--- config.mk ---
export PLATFORM = sky130hd
export DESIGN_NAME = source_text_tokenizer
export DESIGN_NICKNAME = d
export VERILOG_FILES = /design/src/rtl/stt_pkg.sv /design/src/rtl/stt_scan.sv /design/src/rtl/stt_queue.sv /design/src/rtl/source_text_tokenizer.sv
export VERILOG_INCLUDE_DIRS = /design/src /design/src/rtl
export SDC_FILE = /design/constraint.sdc
export NUM_CORES = 1
export LEC_CHECK = 0
export BUFFER_PORTS_ARGS = -buffer_cell sky130_fd_sc_hd__buf_2
export CAP_MARGIN = 5
export CORE_ASPECT_RATIO = 1.75
export CORE_MARGIN = 3
export CORE_UTILIZATION = 58
export DETAILED_ROUTE_END_ITERATION = 10
export MAX_ROUTING_LAYER = met4
export PLACE_DENSITY = 0.71
export SYNTH_ARGS = -nofsm -noshare
export SYNTH_HDL_FRONTEND = slang
export SYNTH_SLANG_ARGS = --single-unit
--- constraint.sdc ---
create_clock -name clk -period 18.26 [get_ports clk]
set_input_delay 0.913 -clock clk [delete_from_list [all_inputs] [get_ports clk]]
set_output_delay 0.913 -clock clk [all_outputs]
set_load 0.01 [all_outputs]
--- src/rtl/source_text_tokenizer_macros.svh ---
// Assertion macros used by the tokenizer top level.
`ifndef SOURCE_TEXT_TOKENIZER_MACROS_SVH
`define SOURCE_TEXT_TOKENIZER_MACROS_SVH

// Checks that an implication holds on every clock edge outside reset.
`define STT_ASSERT_IMPLY(label, clk, rst, ante, cons, msg) \
  label: assert property (@(posedge clk) disable iff (rst) (ante) |-> (cons)) else $error(msg);

// Checks that the consequent holds in the cycle after the antecedent.
`define STT_ASSERT_NEXT(label, clk, rst, ante, cons, msg) \
  label: assert property (@(posedge clk) disable iff (rst) (ante) |=> (cons)) else $error(msg);

`endif

--- src/rtl/stt_pkg.sv ---
package stt_pkg;

  localparam int unsigned PosW = 24;

  typedef struct packed {
    logic [7:0] char_byte;
    logic       end_of_input;
  } stt_in_t;

  typedef struct packed {
    logic [5:0]      token_kind;
    logic [PosW-1:0] token_offset;
    logic [PosW-1:0] token_length;
    logic [PosW-1:0] token_line;
    logic [PosW-1:0] token_column;
    logic            last_of_run;
  } stt_out_t;

  localparam logic [5:0] KIND_END    = 6'd0;
  localparam logic [5:0] KIND_IDENT  = 6'd1;
  localparam logic [5:0] KIND_INT    = 6'd2;
  localparam logic [5:0] KIND_FLOAT  = 6'd3;
  localparam logic [5:0] KIND_STRING = 6'd4;
  localparam logic [5:0] KIND_CHAR   = 6'd5;

  localparam logic [7:0] CH_UNDER = 8'h5F;
  localparam logic [7:0] CH_DOT   = 8'h2E;
  localparam logic [7:0] CH_SLASH = 8'h2F;
  localparam logic [7:0] CH_STAR  = 8'h2A;
  localparam logic [7:0] CH_NL    = 8'h0A;
  localparam logic [7:0] CH_DQ    = 8'h22;
  localparam logic [7:0] CH_SQ    = 8'h27;
  localparam logic [7:0] CH_BSL   = 8'h5C;

  // Token record produced by the scanner before the output queue.
  typedef struct packed {
    logic [5:0] kind;
    logic       use_start;   // position from the saved start, else current
    logic [1:0] len_sel;     // 0: measured, 1: one, 2: two, 3: zero
    logic       adv_len;     // measured length includes the byte taken now
    logic       last;
  } stt_tok_ctl_t;

  function automatic logic is_space(input logic [7:0] b);
    return b == 8'd32 || (b >= 8'd9 && b <= 8'd13);
  endfunction

  function automatic logic is_digit(input logic [7:0] b);
    return b >= 8'h30 && b <= 8'h39;
  endfunction

  function automatic logic is_alpha(input logic [7:0] b);
    return (b >= 8'h61 && b <= 8'h7A) || (b >= 8'h41 && b <= 8'h5A);
  endfunction

  function automatic logic wants_pair(input logic [7:0] b);
    return b == 8'h3A || b == 8'h2B || b == 8'h2D || b == 8'h2A || b == 8'h2F ||
           b == 8'h3D || b == 8'h21 || b == 8'h3C || b == 8'h3E || b == 8'h26 ||
           b == 8'h7C;
  endfunction

  function automatic logic [5:0] single_kind(input logic [7:0] b);
    logic [5:0] k;
    k = KIND_END;
    unique case (b)
      8'h28: k = 6'd6;   8'h29: k = 6'd7;   8'h5B: k = 6'd8;
      8'h5D: k = 6'd9;   8'h7B: k = 6'd10;  8'h7D: k = 6'd11;
      8'h3B: k = 6'd12;  8'h2C: k = 6'd13;  8'h3A: k = 6'd14;
      8'h2E: k = 6'd16;  8'h23: k = 6'd19;  8'h40: k = 6'd20;
      8'h24: k = 6'd21;  8'h2B: k = 6'd22;  8'h2D: k = 6'd23;
      8'h2A: k = 6'd24;  8'h2F: k = 6'd25;  8'h25: k = 6'd26;
      8'h3C: k = 6'd29;  8'h3E: k = 6'd30;  8'h26: k = 6'd35;
      8'h7C: k = 6'd36;  8'h5E: k = 6'd37;  8'h7E: k = 6'd38;
      8'h21: k = 6'd39;  8'h3D: k = 6'd40;
      default: k = KIND_END;
    endcase
    return k;
  endfunction

  function automatic logic [5:0] pair_kind(input logic [7:0] a, input logic [7:0] b);
    logic [5:0] k;
    k = KIND_END;
    if (a == 8'h3A && b == 8'h3A) k = 6'd15;
    else if (a == 8'h2B && b == 8'h2B) k = 6'd45;
    else if (a == 8'h2B && b == 8'h3D) k = 6'd41;
    else if (a == 8'h2D && b == 8'h3E) k = 6'd17;
    else if (a == 8'h2D && b == 8'h2D) k = 6'd46;
    else if (a == 8'h2D && b == 8'h3D) k = 6'd42;
    else if (a == 8'h2A && b == 8'h3D) k = 6'd43;
    else if (a == 8'h2F && b == 8'h3D) k = 6'd44;
    else if (a == 8'h3D && b == 8'h3D) k = 6'd27;
    else if (a == 8'h3D && b == 8'h3E) k = 6'd18;
    else if (a == 8'h21 && b == 8'h3D) k = 6'd28;
    else if (a == 8'h3C && b == 8'h3D) k = 6'd31;
    else if (a == 8'h3E && b == 8'h3D) k = 6'd32;
    else if (a == 8'h26 && b == 8'h26) k = 6'd33;
    else if (a == 8'h7C && b == 8'h7C) k = 6'd34;
    return k;
  endfunction

endpackage

--- src/rtl/stt_scan.sv ---
// Front part: scanner state machine and position counters. Each accepted
// byte produces up to two token records in the same cycle.
module stt_scan #(
  parameter int unsigned PW = 24
) (
  input  logic                clk,
  input  logic                rst,
  input  logic                in_valid,
  input  stt_pkg::stt_in_t    in_item,
  output logic [1:0]          tok_count,
  output stt_pkg::stt_tok_ctl_t tok0,
  output stt_pkg::stt_tok_ctl_t tok1,
  output logic [PW-1:0]       start_offset,
  output logic [PW-1:0]       start_line,
  output logic [PW-1:0]       start_column,
  output logic [PW-1:0]       position,
  output logic [PW-1:0]       current_line,
  output logic [PW-1:0]       current_column
);
  import stt_pkg::*;

  typedef enum logic [3:0] {
    S_IDLE, S_IDENT, S_NUM, S_STR, S_STR_ESC, S_CHR_OPEN, S_CHR_ESC, S_CHR_BODY,
    S_PUNCT, S_LINE, S_BLOCK, S_BLOCK_STAR
  } mode_t;

  localparam logic [PW-1:0] PosMax = {PW{1'b1}};
  localparam logic [PW-1:0] One = {{(PW-1){1'b0}}, 1'b1};

  mode_t      mode, mode_next;
  logic [7:0] pending_byte, pending_next;
  logic       saw_dot, saw_dot_next;
  logic       adv, capture, eoi;
  logic [7:0] b;
  logic       n0, n1;
  stt_tok_ctl_t t0, t1;
  logic       beg;

  assign b   = in_item.char_byte;
  assign eoi = in_item.end_of_input;

  always_comb begin
    mode_next    = mode;
    pending_next = pending_byte;
    saw_dot_next = saw_dot;
    adv          = 1'b0;
    capture      = 1'b0;
    beg          = 1'b0;
    n0           = 1'b0;
    n1           = 1'b0;
    t0           = '{kind: KIND_END, use_start: 1'b1, len_sel: 2'd0, adv_len: 1'b0,
                     last: 1'b0};
    t1           = t0;
    if (eoi) begin
      // Flush any pending token, then the end token at the current position.
      unique case (mode)
        S_IDENT: begin n0 = 1'b1; t0.kind = KIND_IDENT; end
        S_NUM: begin n0 = 1'b1; t0.kind = saw_dot ? KIND_FLOAT : KIND_INT; end
        S_STR, S_STR_ESC: begin n0 = 1'b1; t0.kind = KIND_STRING; end
        S_CHR_OPEN, S_CHR_ESC, S_CHR_BODY: begin n0 = 1'b1; t0.kind = KIND_CHAR; end
        S_PUNCT: begin
          n0 = 1'b1; t0.kind = single_kind(pending_byte); t0.len_sel = 2'd1;
        end
        default: n0 = 1'b0;
      endcase
      n1 = 1'b1;
      t1 = '{kind: KIND_END, use_start: 1'b0, len_sel: 2'd3, adv_len: 1'b0, last: 1'b1};
    end else begin
      unique case (mode)
        S_IDENT: begin
          if (is_alpha(b) || is_digit(b) || b == CH_UNDER) adv = 1'b1;
          else begin n0 = 1'b1; t0.kind = KIND_IDENT; beg = 1'b1; end
        end
        S_NUM: begin
          if (is_digit(b) || b == CH_DOT || b == CH_UNDER) begin
            adv = 1'b1;
            if (b == CH_DOT) saw_dot_next = 1'b1;
          end else begin
            n0 = 1'b1; t0.kind = saw_dot ? KIND_FLOAT : KIND_INT; beg = 1'b1;
          end
        end
        S_STR: begin
          adv = 1'b1;
          if (b == CH_DQ) begin
            n0 = 1'b1; t0.kind = KIND_STRING; t0.adv_len = 1'b1; mode_next = S_IDLE;
          end else if (b == CH_BSL) mode_next = S_STR_ESC;
        end
        S_STR_ESC: begin adv = 1'b1; mode_next = S_STR; end
        S_CHR_OPEN: begin
          adv = 1'b1; mode_next = (b == CH_BSL) ? S_CHR_ESC : S_CHR_BODY;
        end
        S_CHR_ESC: begin adv = 1'b1; mode_next = S_CHR_BODY; end
        S_CHR_BODY: begin
          adv = 1'b1; n0 = 1'b1; t0.kind = KIND_CHAR; t0.adv_len = 1'b1;
          mode_next = S_IDLE;
        end
        S_PUNCT: begin
          if (pending_byte == CH_SLASH && b == CH_SLASH) begin
            adv = 1'b1; mode_next = S_LINE;
          end else if (pending_byte == CH_SLASH && b == CH_STAR) begin
            adv = 1'b1; mode_next = S_BLOCK;
          end else if (pair_kind(pending_byte, b) != KIND_END) begin
            adv = 1'b1; n0 = 1'b1; t0.kind = pair_kind(pending_byte, b);
            t0.len_sel = 2'd2; mode_next = S_IDLE;
          end else begin
            n0 = 1'b1; t0.kind = single_kind(pending_byte); t0.len_sel = 2'd1;
            beg = 1'b1;
          end
        end
        S_LINE: begin adv = 1'b1; if (b == CH_NL) mode_next = S_IDLE; end
        S_BLOCK: begin adv = 1'b1; if (b == CH_STAR) mode_next = S_BLOCK_STAR; end
        S_BLOCK_STAR: begin
          adv = 1'b1;
          if (b == CH_SLASH) mode_next = S_IDLE;
          else if (b != CH_STAR) mode_next = S_BLOCK;
        end
        default: beg = 1'b1;
      endcase
      if (beg) begin
        adv = 1'b1;
        mode_next = S_IDLE;
        if (!is_space(b)) begin
          capture = 1'b1;
          if (is_alpha(b) || b == CH_UNDER) mode_next = S_IDENT;
          else if (is_digit(b)) begin mode_next = S_NUM; saw_dot_next = 1'b0; end
          else if (b == CH_DQ) mode_next = S_STR;
          else if (b == CH_SQ) mode_next = S_CHR_OPEN;
          else if (wants_pair(b)) begin mode_next = S_PUNCT; pending_next = b; end
          else begin
            // A single-byte token starts at the current position.
            if (n0) begin
              n1 = 1'b1;
              t1 = '{kind: single_kind(b), use_start: 1'b0, len_sel: 2'd1,
                     adv_len: 1'b0, last: 1'b0};
            end else begin
              n0 = 1'b1;
              t0 = '{kind: single_kind(b), use_start: 1'b0, len_sel: 2'd1,
                     adv_len: 1'b0, last: 1'b0};
            end
          end
        end
      end
      if (n1) t1.last = 1'b1;
      else t0.last = 1'b1;
    end
  end

  assign tok_count = in_valid ? {1'b0, n0} + {1'b0, n1} : 2'd0;
  assign tok0 = n0 ? t0 : t1;
  assign tok1 = t1;

  always_ff @(posedge clk) begin
    if (rst) begin
      mode <= S_IDLE; pending_byte <= '0; saw_dot <= 1'b0;
      start_offset <= '0; start_line <= One; start_column <= One;
      position <= '0; current_line <= One; current_column <= One;
    end else if (in_valid) begin
      if (eoi) begin
        mode <= S_IDLE; pending_byte <= '0; saw_dot <= 1'b0;
        start_offset <= '0; start_line <= One; start_column <= One;
        position <= '0; current_line <= One; current_column <= One;
      end else begin
        mode <= mode_next; pending_byte <= pending_next; saw_dot <= saw_dot_next;
        if (capture) begin
          start_offset <= position; start_line <= current_line;
          start_column <= current_column;
        end
        if (adv) begin
          if (position != PosMax) position <= position + One;
          if (b == CH_NL) begin
            if (current_line != PosMax) current_line <= current_line + One;
            current_column <= One;
          end else if (current_column != PosMax) current_column <= current_column + One;
        end
      end
    end
  end
endmodule

--- src/rtl/stt_queue.sv ---
// Back part: four-entry result queue with a registered head. Tokens are
// resolved to full records on the way in.
module stt_queue #(
  parameter int unsigned PW = 24
) (
  input  logic                  clk,
  input  logic                  rst,
  input  logic [1:0]            tok_count,
  input  stt_pkg::stt_tok_ctl_t tok0,
  input  stt_pkg::stt_tok_ctl_t tok1,
  input  logic [PW-1:0]         start_offset,
  input  logic [PW-1:0]         start_line,
  input  logic [PW-1:0]         start_column,
  input  logic [PW-1:0]         position,
  input  logic [PW-1:0]         current_line,
  input  logic [PW-1:0]         current_column,
  input  logic                  pop,
  output logic                  empty,
  output logic                  room2,
  output stt_pkg::stt_out_t     head
);
  import stt_pkg::*;

  stt_out_t   mem [4];
  logic [1:0] rd, wr;
  logic [2:0] cnt;
  logic       do_pop;
  stt_out_t   r0, r1;

  function automatic stt_out_t build(input stt_tok_ctl_t t, input logic [PW-1:0] so,
    input logic [PW-1:0] sl, input logic [PW-1:0] sc, input logic [PW-1:0] po,
    input logic [PW-1:0] cl, input logic [PW-1:0] cc);
    stt_out_t   r;
    logic [PW-1:0] len;
    logic [PW-1:0] po_end;
    // A token closed by the byte taken now ends at the saturated next position.
    po_end = (t.adv_len && po != {PW{1'b1}}) ? po + {{(PW-1){1'b0}}, 1'b1} : po;
    unique case (t.len_sel)
      2'd0: len = po_end - so;
      2'd1: len = {{(PW-1){1'b0}}, 1'b1};
      2'd2: len = {{(PW-2){1'b0}}, 2'b10};
      default: len = '0;
    endcase
    r.token_kind   = t.kind;
    r.token_offset = PosW'(t.use_start ? so : po);
    r.token_length = PosW'(len);
    r.token_line   = PosW'(t.use_start ? sl : cl);
    r.token_column = PosW'(t.use_start ? sc : cc);
    r.last_of_run  = t.last;
    return r;
  endfunction

  assign r0 = build(tok0, start_offset, start_line, start_column, position,
                    current_line, current_column);
  assign r1 = build(tok1, start_offset, start_line, start_column, position,
                    current_line, current_column);

  assign empty  = cnt == 3'd0;
  assign do_pop = pop && !empty;
  assign room2  = cnt <= 3'd2;
  assign head   = mem[rd];

  always_ff @(posedge clk) begin
    if (tok_count != 2'd0) mem[wr] <= r0;
    if (tok_count == 2'd2) mem[wr + 2'd1] <= r1;
  end

  always_ff @(posedge clk) begin
    if (rst) begin
      rd <= '0; wr <= '0; cnt <= '0;
    end else begin
      wr  <= wr + tok_count;
      if (do_pop) rd <= rd + 2'd1;
      cnt <= cnt + {1'b0, tok_count} - {2'b0, do_pop};
    end
  end
endmodule

--- src/rtl/source_text_tokenizer.sv ---
// Channel | Direction | Handshake          | Payload
// input   | in        | push / full        | in_item  (stt_in_t)
// result  | out       | pop / empty        | out_item (stt_out_t)
// One byte is taken per cycle while the result queue has room for two tokens.
// Tokens are registered into the result queue as their byte is taken and reach out_item at its head.
// The four-entry result queue sets the stall point: full rises with three waiting.
// Reset (rst, synchronous) clears the scanner and empties the queue.
module source_text_tokenizer (
  input  logic              clk,
  input  logic              rst,
  input  logic              push,
  output logic              full,
  input  stt_pkg::stt_in_t  in_item,
  output logic              empty,
  input  logic              pop,
  output stt_pkg::stt_out_t out_item
);
  import stt_pkg::*;
  `include "source_text_tokenizer_macros.svh"

  logic              acc, room2;
  logic [1:0]        tok_count;
  stt_tok_ctl_t      tok0, tok1;
  logic [PosW-1:0]   so, sl, sc, po, cl, cc;

  assign full = !room2;
  assign acc  = push && !full;

  stt_scan #(.PW(PosW)) u_scan (
    .clk, .rst, .in_valid(acc), .in_item, .tok_count, .tok0, .tok1,
    .start_offset(so), .start_line(sl), .start_column(sc),
    .position(po), .current_line(cl), .current_column(cc)
  );

  stt_queue #(.PW(PosW)) u_queue (
    .clk, .rst, .tok_count, .tok0, .tok1,
    .start_offset(so), .start_line(sl), .start_column(sc),
    .position(po), .current_line(cl), .current_column(cc),
    .pop, .empty, .room2, .head(out_item)
  );

  `STT_ASSERT_IMPLY(a_end_has_token, clk, rst, acc && in_item.end_of_input, tok_count != 2'd0, "end of input without token")
  `STT_ASSERT_NEXT(a_token_not_empty, clk, rst, tok_count != 2'd0, !empty, "token lost")
  `STT_ASSERT_IMPLY(a_two_last, clk, rst, tok_count == 2'd2, !tok0.last && tok1.last, "bad last mark")
endmodule

==> results.ini <==
[timing]
fmax_mhz = 132
tns_ps = 0
hold_ws_ps = 550
tightest_slew_ps = 1150
post-route-period-util_pct = 41.6
hold_violations = 0
slew_viol_final = 0
rsz0062_at_grt = no
slew-limit-headroom_pct = 23.1
skew_ps = 21.1
setup_viol = 0
fin_crit_ps = 7590

[setup_path]
crit_required_ps = 18600
critPathCaptureType = flip-flop
r2r_slack_ps = 10950
crit_arrival_ps = 7930
timing.rr.start = u_scan.pending_byte[0]
criticalPathCategory = in2reg
timing.rr.end = u_queue.mem[2][9]
critPathLaunchType = input pin
r2r_cells = 17
worst-path-max-fanout = 62

[cells_and_area]
syn2layout_area_growth_pct = 7.89
num_antenna_cells = 0
final_cell_mix = edfxtp_1, mux2_2, nor2_1
finish.net_count = 2798
num-fill-cells = 4225
final_common_cell = edfxtp_1
final_area_sq_um = 34300
layout-drive-gt1-share_pct = 24.2

[logic_synthesis]
synth_nets = 2808
async_flop_share_pct = 0
yosys_most_used_dff = edfxtp_1
ys_types = 95
synth_edf_count = 412
avgSynthCellArea_sq_um = 11.7
ys_seq_area_share_pct = 49.7
synth_seq_cells = 584
yosysWarnings = 0
synth_area_sq_um = 31800
syn_inst = 2726

[hold_path]
min_from = u_scan.start_column[0]
min_to = u_scan.start_column[0]
hp-class = reg2reg
whs_path_depth = 2

[drt]
drc = 0
detail_route.first_pass.iterations = 6
ant_nets = 0
vias = 22600
wl_per_cell_microns = 26.8
wl_mm = 92.2
via_per_inst = 6.57
drtIter0Drc = 1845

[power]
sequentialPowerShare_pct = 45.3
p_per_area_nw_per_um2 = 100
switchingPower_mw = 1.02
clkPwrFrac_pct = 31.1
internal_power_mw = 2.42
peakVddDrop_mv = 0.0734
leakage_nw = 12.0
combPwrFrac_pct = 23.6
power_switching_share_pct = 29.6

[cts]
cts_buffer_depth = 3
ctsResizeCount = 0
root_buffer = clkbuf_16
cts_hold_buf = 0
clock-sinks = 584
cts.clk_slew.worst_paths_ps = 70
htreeDepth = 2
postCtsSetupBuffers = 0
insertion_delay_ps = 600
cts_buffers = 50
cts_tree = yes

[global_route]
grt_pass1_vias = 23100
grt_usage_pct = 32.2
grt_start_max_net_pins = 66
grt_antenna_before_repair = 0
grt_pass1_wl_mm = 137
globalRouteOverflowTotal = 0

[die]
die_w_microns = 183
dieArea_sq_um = 57800
io_pins = 118
rows = 112
core_sq_um = 53800
die_h_microns = 316
start_util_pct = 59.1

[placement]
gp_congestion = 1.03
placed_cell_area_sq_um = 32700
port_buffers = 117
dp_hpwl_mm = 60.7

[run]
drv_cap = 0

[status]
status = completed

-- cell families (layout without fill, tap and decap cells) --
| logic type | after synthesis | after routing | synth area share (%) |
|---|---|---|---|
| and+or+nand+nor | 770 | 770 | 12.0 |
| DFF | 584 | 584 | 49.7 |
| AOI/OAI and AO/OA | 466 | 466 | 9.28 |
| muxes | 446 | 446 | 19.2 |
| buffers and inverters | 275 | 307 | 3.74 |
| xor gates and xnor gates | 116 | 116 | 3.20 |
| adders and majority gates | 69 | 69 | 2.79 |
-- layer usage --
layer | up-vias | part of all wire (%) | track usage [%]
met5 | - | 0 | -
met4 | 0 | 8.2 | 22.0
met1 | 11200 | 34 | 32.4
met3 | 329 | 4.5 | 3.34
li1 | 10200 | - | -
met2 | 852 | 53 | 58.4
-- state kept, by name (all words and copies together) (netlist names), named ones only --
signal and flops:
u_queue.mem 412, u_scan.current_column 24, u_scan.current_line 24, u_scan.position 24
u_scan.start_column 24, u_scan.start_line 24, u_scan.start_offset 24, u_scan.pending_byte 8
u_scan.mode 4, u_queue.cnt 3, u_queue.rd 2, u_queue.wr 2
u_scan.saw_dot 1
-- through the flow --
stage | cells | setup slack, ps | utilization, % | total power [mW]
after floorplan | 2726 | 8520 | - | 2.10
after global placement | 3348 | 10410 | 60.7 | 2.40
after detailed placement | 3348 | 10170 | 60.7 | 2.40
after CTS | 3442 | 10790 | 63.7 | 3.46
after global routing | 3442 | 10340 | 63.7 | 3.56
final | 3442 | 10670 | 63.7 | 3.44
-- worst max path at each step --
stage | to | cells after the start | start
2_1_floorplan | u_queue.mem[2][0] | 17 | in_item[2]
3_3_place_gp | u_queue.mem[2][94] | 20 | in_item[2]
3_5_place_dp | u_queue.mem[2][92] | 20 | in_item[2]
4_1_cts | u_queue.mem[2][9] | 20 | in_item[2]
5_1_grt | u_queue.mem[2][9] | 20 | in_item[2]
6_report | u_queue.mem[2][9] | 20 | in_item[2]
-- worst max-delay path, stage by stage --
cell and delay (ps):
buf_2 180, inv_1 150, ha_1 470, nor4bb_1 530
nand3_1 230, o41a_1 400, a31oi_1 300, nor4_4 120
a21oi_4 290, nor3_2 140, a21oi_2 180, buf_4 320
inv_1 150, ha_1 420, nor3b_1 390, and3_1 660
nand2_1 310, o21ai_4 300, buf_4 870, mux2_2 430
-- cell usage after synthesis, types with 68 or more instances --
cell type,count,area share (%)
clkbuf_1,150,1.8
o21ai_0,131,2.1
mux4_2,103,7.3
mux2_2,291,10
a22oi_1,78,1.8
nand2_1,180,2.1
nand3_1,100,1.6
nor2_1,236,2.8
xnor2_1,68,1.9
a21oi_1,110,1.7
edfxtp_1,412,39
dfxtp_1,172,11
-- power groups by stage --
stage	Sequential (mW)	Clock (mW)	Combinational [mW]
finish	1.56	1.07	0.811
global route	1.56	1.13	0.858
CTS	1.56	1.09	0.819
detailed placement	1.59	0	0.817
global placement	1.58	0	0.816
floorplan	1.57	0	0.535
-- cell type report --
type / count / area (sq um) / share of cell area [%]
repair buffers: 155 / 873 / 2.55
well taps: 684 / 856 / 2.49
inverters: 58 / 224 / 0.653
multi-input cells: 1867 / 14900 / 43.5
clock buffers: 72 / 1400 / 4.09
clock inverters: 22 / 210 / 0.613
flip-flops and latches: 584 / 15800 / 46.1
Note: power is estimated with default switching activity, not from simulation.
